==> config.mk <==
export PLATFORM = sky130hd
export DESIGN_NAME = qcf_ctrl
export DESIGN_NICKNAME = d
export VERILOG_FILES = /design/src/rtl/qcf_pkg.sv /design/src/rtl/qcf_ctrl.sv
export SDC_FILE = /design/constraint.sdc
export NUM_CORES = 1
export LEC_CHECK = 0
export BUFFER_PORTS_ARGS = -buffer_cell sky130_fd_sc_hd__buf_2
export CAP_MARGIN = 0
export CORE_MARGIN = 5
export CORE_UTILIZATION = 53
export CTS_BUF_LIST = sky130_fd_sc_hd__clkbuf_4 sky130_fd_sc_hd__clkbuf_8 sky130_fd_sc_hd__clkbuf_16
export CTS_CLUSTER_SIZE = 12
export DETAILED_ROUTE_END_ITERATION = 16
export PLACE_DENSITY = 0.76
export SLEW_MARGIN = 40
export SYNTH_ARGS = -nofsm -noshare
export SYNTH_HDL_FRONTEND = slang
export SYNTH_SLANG_ARGS = --single-unit
==> constraint.sdc <==
create_clock -name clk_i -period 2.1 [get_ports clk_i]
set_clock_uncertainty 0.1 [all_clocks]
set_input_delay 0.315 -clock clk_i [delete_from_list [all_inputs] [get_ports clk_i]]
set_output_delay 0.315 -clock clk_i [all_outputs]
set_load 0.03 [all_outputs]
==> src/rtl/qcf_pkg.sv <==
`timescale 1ns / 1ps
// Shared types, codes and constants of the quadratic curve flattener.
package qcf_pkg;

  localparam int DENSITY_W     = 12;
  localparam int CFG_DATA_W    = 12;
  localparam int COORD_W       = 32;
  localparam logic FILL_MODE_RESET = 1'b1;
  localparam logic [DENSITY_W-1:0] DENSITY_RESET = 12'd614;

  // Configuration register indexes.
  localparam logic [0:0] CFG_FILL_MODE = 1'b0;
  localparam logic [0:0] CFG_DENSITY   = 1'b1;

  typedef enum logic [1:0] {
    MODE_MOVE = 2'd0,
    MODE_LINE = 2'd1,
    MODE_QUAD = 2'd2,
    MODE_END  = 2'd3
  } mode_e;

  typedef enum logic [1:0] {
    CODE_MOVE = 2'd0,
    CODE_LINE = 2'd1,
    CODE_END  = 2'd2
  } code_e;

  typedef enum logic [3:0] {
    ST_IDLE,
    ST_DECODE,
    ST_PUSH_IN,
    ST_FLUSH,
    ST_END,
    ST_DIFF,
    ST_MUL1,
    ST_MUL2,
    ST_SEARCH,
    ST_SETUP,
    ST_WGT,
    ST_ACC_E,
    ST_ACC_C,
    ST_ACC_S,
    ST_DIVPREP,
    ST_DIV
  } state_e;

  typedef enum logic [4:0] {
    OP_NONE,
    OP_LOAD,
    OP_PUSH_IN,
    OP_FLUSH,
    OP_END,
    OP_DIFF,
    OP_MUL1,
    OP_MUL2,
    OP_SEARCH,
    OP_SETUP,
    OP_WGT,
    OP_ACC_E,
    OP_ACC_C,
    OP_ACC_S,
    OP_DIVPREP,
    OP_DIVSTEP,
    OP_POINT
  } op_e;

  typedef struct packed {
    op_e op;
  } cmd_t;

  typedef struct packed {
    mode_e mode;
    logic  held_valid;
    logic  search_done;
    logic  last_point;
    logic  out_free;
  } stat_t;

  // Width of the Bezier numerator and of the divider's dividend.
  function automatic int num_width(input int max_parts);
    return 35 + 2 * $clog2(max_parts + 1);
  endfunction

endpackage

==> src/rtl/qcf_ctrl.sv <==
`timescale 1ns / 1ps
// Controller state machine of the quadratic curve flattener.
module qcf_ctrl #(
  parameter int MAX_PARTS = 63
) (
  input  logic           clk_i,
  input  logic           rst_ni,
  input  logic           in_valid_i,
  output logic           in_stall_o,
  output qcf_pkg::cmd_t  cmd_o,
  input  qcf_pkg::stat_t stat_i
);
  import qcf_pkg::*;

  localparam int NUMW = num_width(MAX_PARTS);
  localparam int CNTW = $clog2(NUMW);

  state_e state_q, state_d;
  logic [CNTW-1:0] cnt_q, cnt_d;

  always_ff @(posedge clk_i or negedge rst_ni) begin
    if (!rst_ni) begin
      state_q <= ST_IDLE;
      cnt_q   <= '0;
    end else begin
      state_q <= state_d;
      cnt_q   <= cnt_d;
    end
  end

  always_comb begin
    state_d    = state_q;
    cnt_d      = cnt_q;
    cmd_o.op   = OP_NONE;
    in_stall_o = (state_q != ST_IDLE);
    case (state_q)
      ST_IDLE: begin
        if (in_valid_i) begin
          cmd_o.op = OP_LOAD;
          state_d  = ST_DECODE;
        end
      end
      ST_DECODE: begin
        case (stat_i.mode)
          MODE_MOVE, MODE_LINE: state_d = ST_PUSH_IN;
          MODE_QUAD:            state_d = ST_DIFF;
          default:              state_d = ST_FLUSH;
        endcase
      end
      ST_PUSH_IN: begin
        if (stat_i.out_free) begin
          cmd_o.op = OP_PUSH_IN;
          state_d  = ST_IDLE;
        end
      end
      ST_FLUSH: begin
        if (!stat_i.held_valid) begin
          state_d = ST_END;
        end else if (stat_i.out_free) begin
          cmd_o.op = OP_FLUSH;
          state_d  = ST_END;
        end
      end
      ST_END: begin
        if (stat_i.out_free) begin
          cmd_o.op = OP_END;
          state_d  = ST_IDLE;
        end
      end
      ST_DIFF: begin
        cmd_o.op = OP_DIFF;
        state_d  = ST_MUL1;
      end
      ST_MUL1: begin
        cmd_o.op = OP_MUL1;
        state_d  = ST_MUL2;
      end
      ST_MUL2: begin
        cmd_o.op = OP_MUL2;
        state_d  = ST_SEARCH;
      end
      ST_SEARCH: begin
        if (stat_i.search_done) begin
          state_d = ST_SETUP;
        end else begin
          cmd_o.op = OP_SEARCH;
        end
      end
      ST_SETUP: begin
        cmd_o.op = OP_SETUP;
        state_d  = ST_WGT;
      end
      ST_WGT: begin
        cmd_o.op = OP_WGT;
        state_d  = ST_ACC_E;
      end
      ST_ACC_E: begin
        cmd_o.op = OP_ACC_E;
        state_d  = ST_ACC_C;
      end
      ST_ACC_C: begin
        cmd_o.op = OP_ACC_C;
        state_d  = ST_ACC_S;
      end
      ST_ACC_S: begin
        cmd_o.op = OP_ACC_S;
        state_d  = ST_DIVPREP;
      end
      ST_DIVPREP: begin
        cmd_o.op = OP_DIVPREP;
        cnt_d    = '0;
        state_d  = ST_DIV;
      end
      ST_DIV: begin
        if (cnt_q == CNTW'(NUMW)) begin
          // quotient ready: emit the point once the output register frees up
          if (stat_i.out_free) begin
            cmd_o.op = OP_POINT;
            state_d  = stat_i.last_point ? ST_IDLE : ST_WGT;
          end
        end else begin
          cmd_o.op = OP_DIVSTEP;
          cnt_d    = cnt_q + 1'b1;
        end
      end
      default: state_d = ST_IDLE;
    endcase
  end

endmodule

==> impl_summary.md <==
Outcome
The run finished with clean final reports.

Synth
Of the total synthesized cell area, the portion taken by full adders, half adders and majority gates is 1.508%. The area share of and/or/nand/nor cells after synthesis is 25.04%. The number of enable flip-flop cells after synthesis is 0.

Sequential cells were found to cover 30.17% of the synthesized design area. After Yosys synthesis, XOR and XNOR cells account for 3.167% of the synthesized area. In the synthesized netlist, the cells that appear most often are 10 x dfrtp_1, 8 x nor2_1, 6 x a21oi_1. Counting every net in the synthesized netlist gives 105. By area, the combinational part of the netlist is dominated by compound AO/OA/AOI/OAI gates. The number of register bits inferred by synthesis is 10. The library cell with the largest summed area after synthesis is dfrtp_1.

The post-synthesis cell type count is 42. In the post-synthesis netlist, the biggest area contributors are dfrtp_1 30%, a21oi_1 3.6%, mux2i_1 3.6%. The synthesized netlist occupies a cell area of 829.5 µm². The synthesized netlist devotes 27.90% of its cell area to compound gates. Yosys instantiated no cell more often than dfrtp_1. Among all flip-flop cells after synthesis, the most frequent one is dfrtp_1. Synthesis handed over a netlist of 95 instances. The fraction of registers with async set/reset is 100.0%.

Summed over its instances, the top area cell type makes up 30.17% of the synthesized netlist area. For this run, the number of Yosys warnings is 0. The mux contribution to synthesized area is 6.787%. The mean instance size in the synthesized netlist is 8.732 µm².

Route
The number of violations reported at the end of detailed-routing iteration 0 is 23. The via count is 821. The average wire per standard cell is 16.49 µm. For this run, design rule violations remaining after detail routing come to 0. Before antenna repair, the detailed router went through 4 iterations. The routed wire length is 2.127 mm. After detailed routing, the number of vias per cell comes to 6.364. Once detail routing completed, the nets flagged for antenna violations numbered 0.

Timing
The transition time at the pin with the least slew margin is 0.2992 ns. Setup repair after global routing left no endpoint under its margin. On the final layout, the worst hold slack is 0.3159 ns. Counting I/O delays and the setup requirement, the final critical path takes 2.009 ns. The final clock period utilization by the worst path is 95.69%. Timing would allow up to 497.7 MHz. The setup TNS after final layout is 0 ns.

The number of max-slew violations in the final report is 0. Setup violations remaining at the end of the flow were counted as 0. The number of hold-slack violations in the final timing report was 0.

The headroom to the max-slew limit is 80.03%.

Min path
The end point of the most critical hold path is state_q[3]. The worst hold path begins at stat_i[1]. The worst min-delay path category is in -> reg.

Along the worst hold path, the cell count comes to 3.

Floorplanning
The die covers 0.002456 mm². The top-level I/O count is 15. The width of the die is 49.56 µm. The die is 49.56 µm tall. The core region area is 0.001489 mm². The initial utilization of the core area, before any placement, comes to 55.71%.

After floorplanning, the core was divided into 14 placement rows.

CTS
The total clock sinks is 10. The H-tree depth is 1. The root buffer cell chosen for the clock tree is clkbuf_4. The buffer depth of the longest clock path is 2. The clock reaches the later pin of the worst-skew pair after 0.26 ns.

After clock tree synthesis, the clock-pin slew on the worst setup and hold paths is 0.06 ns. TritonCTS built the clock tree. Buffers inserted during clock tree synthesis total 3.

Worst setup path
The register-to-register path setup slack is 0.44 ns. The worst setup path is launched from a flip-flop. The critical path capture point type is a primary output. The worst register-to-register path ends at state_q[3]. Data on the critical path arrives at its endpoint at 1.59 ns. The beginning of the worst register-to-register path is cnt_q[0]. The highest net fanout along the worst path is 17. The category of the most critical setup path is reg -> out. The data required time of the worst path is 1.68 ns.

The number of cells on the worst reg-to-reg path is 6.

Global routing
The number of antenna violations at the first check in global routing is 0. After global routing the overflow that remains totals 0. The met3 routing resource usage after global routing is 4.819%. Entering global routing, the biggest net connects 18 pins. The global-route wire length before repair is 3.594 mm. The global routing met2 resource utilization is 29.45%.

The number of global-route vias before repair was 738. The aggregate global-route resource usage is 18.44%. In this run the most used layer during global routing was met2.

The met1 usage in global routing is 24.07%.

Power and ir drop
The analysis attributes to cell leakage a power of 0.4516 nW. The worst IR drop on VDD is 1.044 mV. The power density of the placed cells is 1386 mW/mm².

Placed design
The weighted congestion at the end of routability-driven global placement is 0.7805. The final HPWL from detailed placement is 1.537 mm. The total of buffers placed on input and output ports is 14.

Cells and area
The repair_antennas step left the layout with diodes totalling 0. Cells with a size suffix above 1 make up 33.63% of the layout. The signed area change from the synthesized netlist to the final layout is 23.23%. The number of nets in the layout is 124.

Run
Max-cap violations in this run came to 0.
report_power, final:
| group | total [mW] | leakage (nW) | internal [mW] | switching (mW) |
|---|---|---|---|---|
| clock network | 0.171 | 0.0210 | 0.105 | 0.0658 |
| registers | 0.426 | 0.122 | 0.260 | 0.166 |
| logic | 0.820 | 0.308 | 0.364 | 0.457 |
| total | 1.42 | 0.452 | 0.729 | 0.688 |
cell families (layout without fill, tap and decap cells):
group	after synthesis	after routing
XOR/XNOR	3	3
flip-flops	10	10
AO/OA/AOI/OAI	30	30
adder cells (fa/ha/maj)	1	1
multiplexers	5	5
buffers and inverters	9	27
AND/OR/NAND/NOR	37	37
cell type report:
cell class                 instances  area [µm²]
tap                               16       20.02
fill                             111       466.7
sequential                        10       255.2
inverter                           4       15.01
multi-input combinational         76       578.1
clock buffer                       4       36.28
timing repair buffer              19       117.6
per-stage QoR:
| stage | utilization [%] | total power [mW] | instances | setup WS, ns | area [µm²] |
|---|---|---|---|---|---|
| after global routing | 68.66 | 1.531 | 129 | 0.01162 | 1022 |
| after floorplan | - | 1.000 | 95 | 0.009130 | 829.5 |
| after global placement | 61.76 | 1.158 | 124 | 0.2702 | 919.6 |
| final | 68.66 | 1.417 | 129 | 0.09061 | 1022 |
| after detailed placement | 61.76 | 1.173 | 124 | 0.2322 | 919.6 |
| after CTS | 66.72 | 1.370 | 129 | 0.006845 | 993.5 |
layer usage:
layer	share of wire, %	routed length, µm	vias to the layer above
met3	6.5	139	4
met2	50	1060	42
met5	0	0	-
li1	-	-	393
met1	42	892	382
met4	1.6	34	0
critical path, cell delays in order, from the launching register on:
cell      delay, ns
dfrtp_2        0.53
nand2_1        0.16
nor3_4         0.23
and3_1         0.21
clkbuf_4       0.19
cells in the final DEF, fill, tap and decap left out, drive strengths merged:
cell type     n
nor3          3
ha            1
o21ai         7
xnor2         1
o41ai         1
and3          4
o311ai        1
and2          1
clkbuf        5
a311oi        2
o211ai        4
a21oi         6
o32ai         1
nor3b         1
mux2i         3
a211oi        1
inv           4
dlygate4sd3   1
dfrtp        10
nand3         5
nand2b        3
o211a         1
nor2b         3
nand2         5
o221ai        1
a21boi        2
a221oi        1
xor2          2
o21a          1
nand4         2
mux2          2
a22oi         1
nor2          9
and4          1
buf          17
registers in the layout, summed over array words and instances (netlist names):
signal,cells
cnt_q,6
state_q,4
worst max path at each step:
| stage | end | from |
|---|---|---|
| finish | cmd_o[4] | state_q[1] |
| floorplan | cmd_o[1] | cnt_q[0] |
| detailed placement | cmd_o[4] | cnt_q[0] |
| global route | cmd_o[4] | state_q[1] |
| global placement | cmd_o[4] | cnt_q[0] |
| CTS | cmd_o[4] | cnt_q[0] |
timing repair:
action,4_1_cts,5_1_grt
gates resized for setup,5,9
setup endpoints to repair,4,5
setup buffers,0,0
hold endpoints to repair,10,0
pin swaps,0,2
hold buffers,1,0
(Power assumes the default switching activity.)
